File: config.mk
export PLATFORM = sky130hd
export DESIGN_NAME = knn_majority_classifier
export DESIGN_NICKNAME = d
export VERILOG_FILES = /design/src/rtl/core/knn_pkg.sv /design/src/rtl/core/knn_queue.sv /design/src/rtl/core/knn_front.sv /design/src/rtl/core/knn_back.sv /design/src/rtl/core/knn_majority_classifier.sv
export SDC_FILE = /design/constraint.sdc
export NUM_CORES = 2
export LEC_CHECK = 0
export BUFFER_PORTS_ARGS = -buffer_cell sky130_fd_sc_hd__buf_4
export CAP_MARGIN = 25
export CORE_MARGIN = 4
export CORE_UTILIZATION = 40
export CTS_CLUSTER_SIZE = 40
export DETAILED_ROUTE_END_ITERATION = 16
export GPL_ROUTABILITY_DRIVEN = 0
export PLACE_DENSITY_LB_ADDON = 0.2
export SLEW_MARGIN = 15
export SYNTH_ARGS = -nofsm -noshare
export SYNTH_HDL_FRONTEND = slang
export SYNTH_SLANG_ARGS = --single-unit
export TNS_END_PERCENT = 50
File: constraint.sdc
create_clock -name clock -period 13.5 [get_ports clock]
set_input_delay 3.375 -clock clock [delete_from_list [all_inputs] [get_ports clock]]
set_output_delay 3.375 -clock clock [all_outputs]
set_load 0.01 [all_outputs]
File: src/rtl/core/knn_pkg.sv
// Shared constants and word types of the k-nearest-neighbour classifier.
`default_nettype none
package knn_pkg;

   // Word field widths.
   localparam int OPCODE_WIDTH    = 2;
   localparam int INDEX_WIDTH     = 4;
   localparam int FEATURE_WIDTH   = 16;
   localparam int LABEL_WIDTH     = 8;
   localparam int CLASS_WIDTH     = 9;
   localparam int VOTE_WIDTH      = 4;

   // Sizes of the neighbour list and of the test point.
   localparam int K_MAX           = 8;
   localparam int DIM_MAX         = 16;
   localparam int SLOT_WIDTH      = (K_MAX > 1) ? $clog2(K_MAX) : 1;

   // Configuration registers.
   localparam int KCOUNT_WIDTH    = 4;
   localparam int DIMS_WIDTH      = 5;
   localparam int CSR_INDEX_WIDTH = 1;
   localparam int CSR_DATA_WIDTH  = 5;
   localparam logic [CSR_INDEX_WIDTH-1:0] CSR_K_COUNT    = 1'b0;
   localparam logic [CSR_INDEX_WIDTH-1:0] CSR_DIMENSIONS = 1'b1;
   localparam logic [KCOUNT_WIDTH-1:0]    K_COUNT_RESET  = KCOUNT_WIDTH'(7);
   localparam logic [DIMS_WIDTH-1:0]      DIMS_RESET     = DIMS_WIDTH'(DIM_MAX);

   // Arithmetic widths.
   localparam int DIFF_WIDTH      = FEATURE_WIDTH + 1;
   localparam int SQUARE_WIDTH    = 2 * FEATURE_WIDTH;
   localparam int ACC_WIDTH       = 39;

   // Empty list slot.
   localparam logic [ACC_WIDTH-1:0]   EMPTY_DISTANCE = ACC_WIDTH'(999999);
   localparam logic [CLASS_WIDTH-1:0] EMPTY_LABEL    = '1;

   // Command queue between the front and the back end.
   localparam int QUEUE_DEPTH     = 4;
   localparam int QPTR_WIDTH      = (QUEUE_DEPTH > 1) ? $clog2(QUEUE_DEPTH) : 1;
   localparam int QCOUNT_WIDTH    = $clog2(QUEUE_DEPTH + 1);

   // Operation codes.
   localparam logic [OPCODE_WIDTH-1:0] OP_LOAD_TEST = 2'd0;
   localparam logic [OPCODE_WIDTH-1:0] OP_TRAIN     = 2'd1;
   localparam logic [OPCODE_WIDTH-1:0] OP_CLASSIFY  = 2'd2;

   // Request word.
   typedef struct packed {
      logic [OPCODE_WIDTH-1:0]         opcode;
      logic [INDEX_WIDTH-1:0]          feature_index;
      logic signed [FEATURE_WIDTH-1:0] feature_value;
      logic [LABEL_WIDTH-1:0]          point_label;
   } knn_req_type;

   // Response word.
   typedef struct packed {
      logic signed [CLASS_WIDTH-1:0] class_label;
      logic [VOTE_WIDTH-1:0]         vote_count;
   } knn_rsp_type;

   // Command handed from the front to the back end.
   typedef struct packed {
      logic                         classify;
      logic                         last;
      logic signed [DIFF_WIDTH-1:0] diff;
      logic [LABEL_WIDTH-1:0]       label;
   } knn_cmd_type;

   // Queue status seen by both ends.
   typedef struct packed {
      logic full;
      logic empty;
   } knn_qstat_type;

endpackage
`default_nettype wire

File: src/rtl/core/knn_queue.sv
// Short command queue that decouples the front end from the back end.
`default_nettype none
module knn_queue (
   input  wire                  clock,
   input  wire                  reset,
   input  wire                  push,
   input  knn_pkg::knn_cmd_type push_data,
   input  wire                  pop,
   output knn_pkg::knn_cmd_type pop_data,
   output knn_pkg::knn_qstat_type qstat
);
   import knn_pkg::*;

   knn_cmd_type             entries_ff [QUEUE_DEPTH];
   logic [QPTR_WIDTH-1:0]   wr_ptr_ff, wr_ptr_in;
   logic [QPTR_WIDTH-1:0]   rd_ptr_ff, rd_ptr_in;
   logic [QCOUNT_WIDTH-1:0] count_ff, count_in;

   // Pointer and fill count update.
   always_comb begin
      wr_ptr_in = wr_ptr_ff;
      rd_ptr_in = rd_ptr_ff;
      count_in  = count_ff;
      if (push) begin
         wr_ptr_in = (wr_ptr_ff == QPTR_WIDTH'(QUEUE_DEPTH - 1)) ? '0
                                                                 : wr_ptr_ff + 1'b1;
      end
      if (pop) begin
         rd_ptr_in = (rd_ptr_ff == QPTR_WIDTH'(QUEUE_DEPTH - 1)) ? '0
                                                                 : rd_ptr_ff + 1'b1;
      end
      if (push && !pop) begin
         count_in = count_ff + 1'b1;
      end else if (pop && !push) begin
         count_in = count_ff - 1'b1;
      end
   end

   always_ff @(posedge clock) begin
      if (reset) begin
         wr_ptr_ff <= '0;
         rd_ptr_ff <= '0;
         count_ff  <= '0;
      end else begin
         wr_ptr_ff <= wr_ptr_in;
         rd_ptr_ff <= rd_ptr_in;
         count_ff  <= count_in;
      end
   end

   // Entry storage carries no reset.
   always_ff @(posedge clock) begin
      if (push) begin
         entries_ff[wr_ptr_ff] <= push_data;
      end
   end

   assign pop_data    = entries_ff[rd_ptr_ff];
   assign qstat.full  = (count_ff == QCOUNT_WIDTH'(QUEUE_DEPTH));
   assign qstat.empty = (count_ff == '0);

`ifndef SYNTH
   a_count_bound: assert property (@(posedge clock) disable iff (reset)
      count_ff <= QCOUNT_WIDTH'(QUEUE_DEPTH))
      else $error("queue fill count beyond its depth");

   a_push_grows: assert property (@(posedge clock) disable iff (reset)
      (push && !pop) |=> (count_ff == $past(count_ff) + 1'b1))
      else $error("queue fill count did not grow on a push");
`endif

endmodule
`default_nettype wire

File: src/rtl/core/knn_front.sv
// Front end: takes request words, holds the test point and queues training differences.
`default_nettype none
module knn_front (
   input  wire                          clock,
   input  wire                          req_valid,
   output logic                         req_stall,
   input  knn_pkg::knn_req_type         req_data,
   input  wire [knn_pkg::DIMS_WIDTH-1:0] dims_reg,
   output logic                         push,
   output knn_pkg::knn_cmd_type         cmd,
   input  knn_pkg::knn_qstat_type       qstat
);
   import knn_pkg::*;

   logic signed [FEATURE_WIDTH-1:0] test_ff [DIM_MAX];
   logic signed [FEATURE_WIDTH-1:0] test_in;
   logic                            test_wr;
   logic [DIMS_WIDTH-1:0]           dims_eff;
   logic [DIMS_WIDTH-1:0]           index_ext;
   logic                            in_range;
   logic                            is_last;
   logic                            accept;

   // Clamp the dimension count to the supported range.
   always_comb begin
      if (dims_reg == '0) begin
         dims_eff = DIMS_WIDTH'(1);
      end else if (int'(dims_reg) > DIM_MAX) begin
         dims_eff = DIMS_WIDTH'(DIM_MAX);
      end else begin
         dims_eff = dims_reg;
      end
   end

   assign index_ext = DIMS_WIDTH'(req_data.feature_index);
   assign in_range  = (index_ext < dims_eff);
   assign is_last   = (index_ext == (dims_eff - DIMS_WIDTH'(1)));
   assign req_stall = qstat.full;
   assign accept    = req_valid && !req_stall;

   // Test features are stored directly; training and classify words enter the queue.
   assign test_wr = accept && (req_data.opcode == OP_LOAD_TEST) && in_range;
   assign test_in = req_data.feature_value;
   assign push    = accept && (((req_data.opcode == OP_TRAIN) && in_range)
                               || (req_data.opcode == OP_CLASSIFY));

   always_comb begin
      cmd.classify = (req_data.opcode == OP_CLASSIFY);
      cmd.last     = is_last;
      cmd.diff     = DIFF_WIDTH'(req_data.feature_value)
                     - DIFF_WIDTH'(test_ff[req_data.feature_index]);
      cmd.label    = req_data.point_label;
   end

   always_ff @(posedge clock) begin
      if (test_wr) begin
         test_ff[req_data.feature_index] <= test_in;
      end
   end

endmodule
`default_nettype wire

File: src/rtl/core/knn_back.sv
// Back end: square and accumulate pipeline, sorted neighbour list and vote sequencer.
`default_nettype none
module knn_back (
   input  wire                             clock,
   input  wire                             reset,
   input  wire [knn_pkg::KCOUNT_WIDTH-1:0] k_reg,
   output logic                            pop,
   input  knn_pkg::knn_cmd_type            cmd,
   input  knn_pkg::knn_qstat_type          qstat,
   output logic                            rsp_valid,
   input  wire                             rsp_stall,
   output knn_pkg::knn_rsp_type            rsp_data
);
   import knn_pkg::*;

   typedef enum logic [2:0] {
      V_IDLE = 3'b001,
      V_SCAN = 3'b010,
      V_DONE = 3'b100
   } vote_state_type;

   vote_state_type             vote_state_ff, vote_state_in;
   logic                       adv;
   logic [KCOUNT_WIDTH-1:0]    k_eff;

   // Square stage.
   logic                       p1_valid_ff, p1_valid_in;
   logic                       p1_classify_ff, p1_last_ff;
   logic [LABEL_WIDTH-1:0]     p1_label_ff;
   logic [SQUARE_WIDTH-1:0]    p1_sq_ff, p1_sq_in;
   logic [FEATURE_WIDTH-1:0]   mag;

   // Accumulate stage.
   logic [ACC_WIDTH-1:0]       acc_ff, acc_in;
   logic [ACC_WIDTH:0]         acc_sum;
   logic [ACC_WIDTH-1:0]       acc_sat;
   logic                       p2_insert_ff, p2_insert_in;
   logic                       p2_classify_ff, p2_classify_in;
   logic [ACC_WIDTH-1:0]       p2_dist_ff;
   logic [CLASS_WIDTH-1:0]     p2_label_ff;

   // Neighbour list.
   logic [ACC_WIDTH-1:0]       dist_ff [K_MAX];
   logic [ACC_WIDTH-1:0]       dist_in [K_MAX];
   logic [CLASS_WIDTH-1:0]     lab_ff  [K_MAX];
   logic [CLASS_WIDTH-1:0]     lab_in  [K_MAX];
   logic                       do_insert;
   logic                       do_clear;

   // Vote sequencer.
   logic [SLOT_WIDTH-1:0]      vote_idx_ff, vote_idx_in;
   logic [VOTE_WIDTH-1:0]      best_ff, best_in;
   logic [CLASS_WIDTH-1:0]     winner_ff, winner_in;
   logic [VOTE_WIDTH-1:0]      match_count;
   logic [CLASS_WIDTH-1:0]     cur_label;
   logic                       scan_end;

   // Response register.
   logic                       rsp_valid_ff, rsp_valid_in;
   knn_rsp_type                rsp_data_ff, rsp_data_in;
   logic                       rsp_load;

   // Clamp the neighbour count to the supported range.
   always_comb begin
      if (k_reg == '0) begin
         k_eff = KCOUNT_WIDTH'(1);
      end else if (int'(k_reg) > K_MAX) begin
         k_eff = KCOUNT_WIDTH'(K_MAX);
      end else begin
         k_eff = k_reg;
      end
   end

   // The pipeline freezes while a vote is running.
   assign adv = (vote_state_ff == V_IDLE);
   assign pop = adv && !qstat.empty;

   // Magnitude of the difference and its square.
   always_comb begin
      if (cmd.diff[DIFF_WIDTH-1]) begin
         mag = FEATURE_WIDTH'(-cmd.diff);
      end else begin
         mag = FEATURE_WIDTH'(cmd.diff);
      end
      p1_sq_in    = SQUARE_WIDTH'(mag) * SQUARE_WIDTH'(mag);
      p1_valid_in = pop;
   end

   always_ff @(posedge clock) begin
      if (reset) begin
         p1_valid_ff <= 1'b0;
      end else if (adv) begin
         p1_valid_ff <= p1_valid_in;
      end
   end

   always_ff @(posedge clock) begin
      if (pop) begin
         p1_classify_ff <= cmd.classify;
         p1_last_ff     <= cmd.last;
         p1_label_ff    <= cmd.label;
         p1_sq_ff       <= p1_sq_in;
      end
   end

   // Saturating accumulation; the last feature hands the distance on and clears the sum.
   always_comb begin
      acc_sum        = {1'b0, acc_ff} + (ACC_WIDTH + 1)'(p1_sq_ff);
      acc_sat        = acc_sum[ACC_WIDTH] ? '1 : acc_sum[ACC_WIDTH-1:0];
      acc_in         = acc_ff;
      p2_insert_in   = 1'b0;
      p2_classify_in = 1'b0;
      if (p1_valid_ff) begin
         if (p1_classify_ff) begin
            p2_classify_in = 1'b1;
         end else if (p1_last_ff) begin
            acc_in       = '0;
            p2_insert_in = 1'b1;
         end else begin
            acc_in = acc_sat;
         end
      end
   end

   always_ff @(posedge clock) begin
      if (reset) begin
         acc_ff         <= '0;
         p2_insert_ff   <= 1'b0;
         p2_classify_ff <= 1'b0;
      end else if (adv) begin
         acc_ff         <= acc_in;
         p2_insert_ff   <= p2_insert_in;
         p2_classify_ff <= p2_classify_in;
      end
   end

   always_ff @(posedge clock) begin
      if (adv && p1_valid_ff) begin
         p2_dist_ff  <= acc_sat;
         p2_label_ff <= CLASS_WIDTH'(p1_label_ff);
      end
   end

   // Strict sorted insert: slots after the insert point shift down by one.
   assign do_insert = adv && p2_insert_ff;

   always_comb begin
      logic found;
      logic active;
      logic lt;
      found = 1'b0;
      for (int i = 0; i < K_MAX; i++) begin
         dist_in[i] = dist_ff[i];
         lab_in[i]  = lab_ff[i];
         active     = (i < int'(k_eff));
         lt         = (p2_dist_ff < dist_ff[i]);
         if (do_clear) begin
            dist_in[i] = EMPTY_DISTANCE;
            lab_in[i]  = EMPTY_LABEL;
         end else if (do_insert && active) begin
            if (found) begin
               dist_in[i] = dist_ff[(i > 0) ? i - 1 : 0];
               lab_in[i]  = lab_ff[(i > 0) ? i - 1 : 0];
            end else if (lt) begin
               dist_in[i] = p2_dist_ff;
               lab_in[i]  = p2_label_ff;
            end
         end
         found = found | (active & lt);
      end
   end

   always_ff @(posedge clock) begin
      if (reset) begin
         for (int i = 0; i < K_MAX; i++) begin
            dist_ff[i] <= EMPTY_DISTANCE;
            lab_ff[i]  <= EMPTY_LABEL;
         end
      end else begin
         for (int i = 0; i < K_MAX; i++) begin
            dist_ff[i] <= dist_in[i];
            lab_ff[i]  <= lab_in[i];
         end
      end
   end

   // Count later slots that hold the same label as the current one.
   assign cur_label = lab_ff[vote_idx_ff];

   always_comb begin
      match_count = VOTE_WIDTH'(1);
      for (int j = 0; j < K_MAX; j++) begin
         if ((j > int'(vote_idx_ff)) && (j < int'(k_eff)) && (lab_ff[j] == cur_label)) begin
            match_count = match_count + VOTE_WIDTH'(1);
         end
      end
   end

   assign scan_end = (KCOUNT_WIDTH'(vote_idx_ff) == (k_eff - KCOUNT_WIDTH'(1)));
   assign rsp_load = (vote_state_ff == V_DONE) && (!rsp_valid_ff || !rsp_stall);
   assign do_clear = rsp_load;

   // Vote sequencer: one slot per cycle, then post the word and clear the list.
   always_comb begin
      vote_state_in = vote_state_ff;
      vote_idx_in   = vote_idx_ff;
      best_in       = best_ff;
      winner_in     = winner_ff;
      case (vote_state_ff)
         V_IDLE: begin
            if (p2_classify_ff) begin
               vote_state_in = V_SCAN;
               vote_idx_in   = '0;
               best_in       = VOTE_WIDTH'(1);
               winner_in     = lab_ff[0];
            end
         end
         V_SCAN: begin
            if (match_count > best_ff) begin
               best_in   = match_count;
               winner_in = cur_label;
            end
            if (scan_end) begin
               vote_state_in = V_DONE;
            end else begin
               vote_idx_in = vote_idx_ff + 1'b1;
            end
         end
         V_DONE: begin
            if (rsp_load) begin
               vote_state_in = V_IDLE;
            end
         end
         default: begin
            vote_state_in = V_IDLE;
         end
      endcase
   end

   always_ff @(posedge clock) begin
      if (reset) begin
         vote_state_ff <= V_IDLE;
      end else begin
         vote_state_ff <= vote_state_in;
      end
   end

   always_ff @(posedge clock) begin
      vote_idx_ff <= vote_idx_in;
      best_ff     <= best_in;
      winner_ff   <= winner_in;
   end

   // Output register lets a finished word wait while the pipeline carries on.
   always_comb begin
      rsp_valid_in            = rsp_valid_ff;
      rsp_data_in             = rsp_data_ff;
      if (rsp_load) begin
         rsp_valid_in         = 1'b1;
         rsp_data_in.class_label = winner_ff;
         rsp_data_in.vote_count  = best_ff;
      end else if (rsp_valid_ff && !rsp_stall) begin
         rsp_valid_in         = 1'b0;
      end
   end

   always_ff @(posedge clock) begin
      if (reset) begin
         rsp_valid_ff <= 1'b0;
      end else begin
         rsp_valid_ff <= rsp_valid_in;
      end
   end

   always_ff @(posedge clock) begin
      rsp_data_ff <= rsp_data_in;
   end

   assign rsp_valid = rsp_valid_ff;
   assign rsp_data  = rsp_data_ff;

`ifndef SYNTH
   a_vote_clears_list: assert property (@(posedge clock) disable iff (reset)
      rsp_load |=> (rsp_valid_ff && (lab_ff[0] == EMPTY_LABEL)
                    && (dist_ff[0] == EMPTY_DISTANCE)))
      else $error("list not cleared after a vote result was posted");

   a_acc_cleared: assert property (@(posedge clock) disable iff (reset)
      (adv && p1_valid_ff && !p1_classify_ff && p1_last_ff) |=> (acc_ff == '0))
      else $error("accumulator not cleared after the last feature of a point");

   a_best_bound: assert property (@(posedge clock) disable iff (reset)
      (vote_state_ff == V_SCAN) |-> ((best_ff != '0) && (best_ff <= k_eff)))
      else $error("running vote count outside one to k");
`endif

endmodule
`default_nettype wire

File: src/rtl/core/knn_majority_classifier.sv
// Top level of the k-nearest-neighbour majority classifier with its register port.
`default_nettype none
// k-nearest-neighbour classifier with squared Euclidean distance. Request words load
// test features, stream training features, or ask for a classification. The front end
// takes one word per cycle while its four-entry command queue has room; training
// differences then pass a square stage and a saturating accumulate stage at one word
// per cycle while no vote is running, and the last feature of a point is inserted
// into the sorted list of the k nearest. A classify word runs the vote sequencer,
// which scans each kept neighbour in turn (k of them, with k_count clamped to one
// through eight) and then posts the result; the back end holds its pipeline meanwhile
// and the queue absorbs further words. The result waits in an output register, so a
// stalled response does not block requests until the queue fills. Reset is synchronous
// and active high; registers are written through the csr_ port, which is always ready.
// The user must write them only while the block is idle; the block does not enforce it.
module knn_majority_classifier (
   input  wire                                clock,
   input  wire                                reset,
   input  wire                                req_valid,
   output logic                               req_stall,
   input  knn_pkg::knn_req_type               req_data,
   output logic                               rsp_valid,
   input  wire                                rsp_stall,
   output knn_pkg::knn_rsp_type               rsp_data,
   input  wire                                csr_valid,
   output logic                               csr_ready,
   input  wire [knn_pkg::CSR_INDEX_WIDTH-1:0] csr_index,
   input  wire [knn_pkg::CSR_DATA_WIDTH-1:0]  csr_data
);
   import knn_pkg::*;

   logic [KCOUNT_WIDTH-1:0] k_count_ff, k_count_in;
   logic [DIMS_WIDTH-1:0]   dims_ff, dims_in;
   logic                    push;
   logic                    pop;
   knn_cmd_type             push_cmd;
   knn_cmd_type             pop_cmd;
   knn_qstat_type           qstat;

   // Register writes.
   assign csr_ready = 1'b1;

   always_comb begin
      k_count_in = k_count_ff;
      dims_in    = dims_ff;
      if (csr_valid && csr_ready) begin
         case (csr_index)
            CSR_K_COUNT:    k_count_in = csr_data[KCOUNT_WIDTH-1:0];
            CSR_DIMENSIONS: dims_in    = csr_data[DIMS_WIDTH-1:0];
            default: begin
            end
         endcase
      end
   end

   always_ff @(posedge clock) begin
      if (reset) begin
         k_count_ff <= K_COUNT_RESET;
         dims_ff    <= DIMS_RESET;
      end else begin
         k_count_ff <= k_count_in;
         dims_ff    <= dims_in;
      end
   end

   knn_front u_front (
      .clock     (clock),
      .req_valid (req_valid),
      .req_stall (req_stall),
      .req_data  (req_data),
      .dims_reg  (dims_ff),
      .push      (push),
      .cmd       (push_cmd),
      .qstat     (qstat)
   );

   knn_queue u_queue (
      .clock     (clock),
      .reset     (reset),
      .push      (push),
      .push_data (push_cmd),
      .pop       (pop),
      .pop_data  (pop_cmd),
      .qstat     (qstat)
   );

   knn_back u_back (
      .clock     (clock),
      .reset     (reset),
      .k_reg     (k_count_ff),
      .pop       (pop),
      .cmd       (pop_cmd),
      .qstat     (qstat),
      .rsp_valid (rsp_valid),
      .rsp_stall (rsp_stall),
      .rsp_data  (rsp_data)
   );

endmodule
`default_nettype wire
## Word level (Yosys, flattened, before mapping)

Memories as Yosys holds them, arrays and structs flattened. A register that Yosys moved wholly into a read port is not among the register bits.
Cells that the tools add are included.

| storage, ports and cells | value |
|---|---|
| bits of input ports | 41 |
| bits in writable memories | 748 |
| output and inout port bits | 16 |
| flip-flop bits (word level) | 180 |
| memories kept | 4 |
| logic and storage cells | 304 |

Memory list:

| name | words | bits a word | rd ports | clocked after memory_dff | wr ports | RTL line | text |
|---|---|---|---|---|---|---|---|
| u_back.dist_ff | 8 | 39 | 8 | 0 | 8 | knn_back.sv:43 | `logic [ACC_WIDTH-1:0] dist_ff [K_MAX];` |
| u_front.test_ff | 16 | 16 | 1 | 0 | 1 | knn_front.sv:15 | `logic signed [FEATURE_WIDTH-1:0] test_ff [DIM_MAX];` |
| u_queue.entries_ff | 4 | 27 | 1 | 1 | 1 | knn_queue.sv:14 | `knn_cmd_type entries_ff [QUEUE_DEPTH];` |
| u_back.lab_ff | 8 | 9 | 9 | 1 | 8 | knn_back.sv:45 | `logic [CLASS_WIDTH-1:0] lab_ff [K_MAX];` |

| operators by class | value |
|---|---|
| $lt $le $gt $ge | 27 |
| bitwise logic cells | 31 |
| add/subtract/negate cells | 16 |
| reduce and logical (&&, ||, !) cells | 55 |
| $mul | 1 |
| eq/ne operators | 22 |
| multiplexer cells | 126 |

Operators with widths:

| operator | number |
|---|---|
| 39-bit 2-to-1 mux | 41 |
| 9-bit 2-to-1 mux | 41 |
| 39-bit less-than comparator | 8 |
| 9-bit equality test | 7 |
| 39-bit by 32-bit adder with 40-bit output | 1 |
| 4-bit 2-to-1 mux | 10 |
| 1-bit logical AND | 34 |
| 16-bit by 16-bit multiplier with 32-bit output | 1 |
| 3-bit 2-to-1 mux | 8 |
| 1-bit OR | 22 |
| 4-bit by 1-bit adder with 4-bit output (second input constant) | 5 |
| 9-bit case mux with 2 select lines | 1 |
| 16-bit by 16-bit subtractor with 17-bit output | 1 |
| 3-bit by 4-bit less-than comparator with 1-bit output (first input constant) | 4 |
| 16-bit 2-to-1 mux | 1 |
| 16-bit negator | 1 |
| 1-bit 2-to-1 mux | 14 |
| 3-bit greater-than comparator (first input constant) | 4 |
| 3-bit AND reduction | 4 |
| 2-bit 2-to-1 mux | 5 |
| 5-bit 2-to-1 mux | 2 |
| 3-bit case mux with 3 select lines | 1 |
| 1-bit by 4-bit less-than comparator with 1-bit output (first input constant) | 2 |
| 2-bit by 4-bit less-than comparator with 1-bit output (first input constant) | 2 |
| other kinds (33) | 58 |

## Longest topological paths before layout

| depth | value |
|---|---|
| depth in word-level cells | 22 |
| mapped depth | 36 |
| mapped depth without buffers | 34 |

## By module

A second synthesis with hierarchy kept.

| second synthesis, totals | value |
|---|---|
| cell total of the unflattened synthesis | 5,254 |
| area total of the unflattened synthesis | 56,158.9 um^2 |

Modules (own cells, without submodules):

| module | seq. area each (um^2) | cells each | instances | area an instance (um^2) |
|---|---|---|---|---|
| knn_back | 12,181.7 | 4,477 | 1 | 40,480.1 |
| knn_front | 7,687.4 | 549 | 1 | 10,875.4 |
| knn_queue | 3,423.3 | 185 | 1 | 4,384.2 |
| knn_majority_classifier | 180.2 | 43 | 1 | 419.2 |

## Worst setup path before layout

OpenSTA, ideal clock, no wires.

| timing path | value |
|---|---|
| path kind | register to register |
| start point | register with a tool-made name |
| end point | register u_back.p1_sq_ff[30], data pin |
| required time | 13.242 ns |
| buffers on the path | 2 |
| clock period less this slack | 8.955 ns |
| arrival time | 8.698 ns |
| stages on the path, launching flop included | 35 |
| slack | 4.545 ns |
| cells stage by stage | dfxtp_1 -> clkbuf_1 -> buf_1 -> mux4_2 -> inv_1 -> ha_1 -> inv_1 -> or3_1 -> or2_2 -> o41a_1 -> xnor2_2 -> inv_1 -> nand2_1 -> inv_1 -> fa_1 -> inv_1 -> fa_1 -> inv_1 -> fa_1 -> fa_1 -> fa_1 -> inv_1 -> fa_1 -> inv_1 -> ha_1 -> nand4_1 -> o21ai_0 -> a31oi_1 -> a21oi_1 -> o31ai_1 -> o21ai_0 -> o41ai_1 -> o2111ai_1 -> a21oi_1 -> xnor2_1 |

RTL lines:

| element | RTL line | text |
|---|---|---|
| end signal, assigned | knn_back.sv:102 | `p1_sq_ff <= p1_sq_in;` |
| end, declared | knn_back.sv:30 | `logic [SQUARE_WIDTH-1:0] p1_sq_ff, p1_sq_in;` |

==> flow_summary.json <==
{
  "root_buffer": "clkbuf_16",
  "fmax_mhz": 98.5,
  "rsz0062_at_grt": "false",
  "clkLatencyLatePin_ns": 0.73,
  "vias_per_cell": 5.38,
  "postCtsSetupBuffers": 0,
  "grt_pass1_vias": 39100,
  "grt_max_degree": 182,
  "yosys_warnings": 0,
  "die-area_mm2": 0.146,
  "critPathArrivalTime_ns": 10.60,
  "slew_headroom_pct": 19.9,
  "ctsLongestPathBuffers": 3,
  "die-height_um": 381,
  "synth.avg_cell_area_um2": 10.4,
  "fin_crit_ns": 10.15,
  "grt_pass1_wl_um": 226000,
  "area_growth_syn_to_layout_pct": 11.3,
  "initial_core_util_pct": 40.4,
  "syn_inst": 5342,
  "netlist_area_mm2": 0.0558,
  "hpwlAfterDp_um": 102000,
  "fin_worst_skew_ns": 0.0388,
  "path_clk_slew_ns": 0.06,
  "postRouteAntennaNets": 0,
  "hold_violations": 0,
  "synthArstFlopShare_pct": 0,
  "antenna_found_initial": 1,
  "critPathKind": "flip-flop to flip-flop",
  "path_buf_inv": 7,
  "ys_ff_latch": 932,
  "cp_max_fo": 28,
  "cts_tree": "done",
  "status": "finished clean",
  "std_cell_rows": 136,
  "wirelength_um": 142000,
  "drt-initial-drc-count": 2253,
  "synth-main-ff-cell": "edfxtp_1",
  "cp_top_family": "adder cells",
  "fp.dieW_um": 381,
  "vias": 39100,
  "cts-resized-gates": 0,
  "start_kind": "flip-flop",
  "layout.nets": 6001,
  "end_kind": "flip-flop",
  "slowest_delay_ns": 0.66,
  "drc": 0,
  "cpMaxStageDelayCell": "xnor2_1",
  "grt_use_total_pct": 19.3,
  "setup-violations-final": 0,
  "final_cell_area_mm2": 0.0621,
  "grt_overflow": 0,
  "drive_above_1_share_pct": 10.2,
  "synth-edff-count": 481,
  "post_drt_wl_per_cell_um": 19.5,
  "ys_types": 84,
  "drv_cap": 0,
  "fin_crit_sh_pct": 75.2,
  "setup_slack_ns": 3.35,
  "cts.sinks": 932,
  "path_common_cell": "fa_1",
  "synth_fp_nets": 6025,
  "antennaDiodeCount": 0,
  "htreeDepth": 3,
  "fill_cells": 13000,
  "fin_setup_tns_ns": 0,
  "dpl_cell_area_mm2": 0.0584,
  "max_slew.worst_pin.slew_ns": 1.17,
  "finalMaxSlewViolations": 0,
  "cts_buffers": 106,
  "hp-class": "flip-flop to flip-flop",
  "dr.pass1.iters": 6,
  "port_buffers": 55,
  "dpl_worst_slack_ns": 3.34,
  "io_pins": 57,
  "cts-hold-fix-buffers": 0,
  "yosysSeqAreaShare_pct": 42.1,
  "finish.utilization_pct": 45.0,
  "required_ns": 13.94,
  "core_mm2": 0.138
}
cell type report:
type                    count  area, µm²  area share, %
flip-flops and latches    932      23500           37.8
inverters                 638       2390           3.86
clock buffers             139       2910           4.69
multi-input cells        3480      29000           46.7
repair buffers            160       1250           2.01
well taps                1863       2330           3.76
clock inverters            58        721           1.16
sequential cells by signal (all words and copies together) (netlist names), 2 cells and up, named ones only:
| register | flops |
|---|---|
| k_count_ff | 4 |
| u_back.rsp_data | 13 |
| u_back.p2_dist_ff | 39 |
| u_queue.count_ff | 3 |
| u_queue.rd_ptr_ff | 2 |
| u_back.p2_label_ff | 8 |
| u_back.winner_ff | 9 |
| dims_ff | 5 |
| u_back.vote_idx_ff | 3 |
| u_back.lab_ff | 72 |
| u_back.p1_label_ff | 8 |
| u_back.best_ff | 4 |
| u_back.vote_state_ff | 3 |
| u_queue.wr_ptr_ff | 2 |
| u_front.test_ff | 256 |
| u_back.p1_sq_ff | 31 |
| u_back.dist_ff | 312 |
| u_back.acc_ff | 39 |
| u_queue.entries_ff | 108 |
cell usage after synthesis, drive strengths merged (29+ instances only):
library cell  instances  area [µm²]
edfxtp              481       14400
mux2i               175        1860
a22o                 34         298
ha                  475        5940
nand3                90         450
clkbuf              241         905
nor2                339        1270
dfxtp               451        9030
a21oi               372        1860
nand4                46         288
fa                  167        3340
nand2b               29         181
nor3                 76         380
o22ai                30         188
buf                  51         248
xnor2               124        1110
a211oi              191        1440
inv                 633        2380
a21o                 78         586
mux4                124        2830
nand2               394        1480
o21ai               188         941
xor2                 42         368
o211ai              107         803
metal layers:
| metal | wire length (µm) | GRT usage [%] | vias to the layer above |
|---|---|---|---|
| met5 | 0 | 0 | - |
| met4 | 3630 | 5.22 | 0 |
| met3 | 5340 | 2.26 | 188 |
| li1 | - | - | 19100 |
| met2 | 67700 | 32.9 | 731 |
| met1 | 64900 | 26.1 | 19100 |
kinds of logic after synthesis:
| logic type | share of synthesized area [%] |
|---|---|
| adders and majority gates | 16.6 |
| other | 0.00672 |
| AOI/OAI and AO/OA | 14.4 |
| muxes | 8.66 |
| and+or+nand+nor | 9.18 |
| DFF | 42.1 |
| xor gates and xnor gates | 2.65 |
| buffers and inverters | 6.36 |
path summary, 6_finish.rpt:
path / startpoint / cells past startpoint / slack (ns) / to
max: flip-flop / 31 / 3.35 / u_back.p1_sq_ff[30]$_DFFE_PP_
min: u_back.winner_ff[3]$_DFFE_PP_ / 0 / 0.41 / u_back.rsp_data[7]$_DFFE_PP_
max reg2reg: flip-flop / 31 / 3.35 / u_back.p1_sq_ff[30]$_DFFE_PP_
min reg2reg: u_back.winner_ff[3]$_DFFE_PP_ / 0 / 0.41 / u_back.rsp_data[7]$_DFFE_PP_
placed cells by master, fill, tap and decap left out, types with 30 or more instances in the layout:
| master | n |
|---|---|
| a21o_1 | 78 |
| mux4_2 | 114 |
| buf_4 | 153 |
| nor3_1 | 70 |
| fa_1 | 167 |
| nor2_1 | 322 |
| inv_1 | 630 |
| clkbuf_16 | 108 |
| xor2_1 | 42 |
| mux2i_1 | 166 |
| a22o_1 | 34 |
| edfxtp_1 | 481 |
| nand4_1 | 46 |
| dfxtp_1 | 450 |
| o21ai_0 | 181 |
| a211oi_1 | 189 |
| nand2_1 | 393 |
| o22ai_1 | 30 |
| o211ai_1 | 107 |
| xnor2_1 | 121 |
| nand3_1 | 89 |
| ha_1 | 475 |
| a21oi_1 | 369 |
through the flow:
stage	hold slack [ns]	cells
finish	0.414	7270
global route	0.431	7270
CTS	0.415	7265
detailed placement	0.405	7068
global placement	0.404	7066
floorplan	0.400	5342
Power is left out: the tool's default activity adds up to more than one toggle a clock period on the data nets, which glitch-free logic cannot reach.
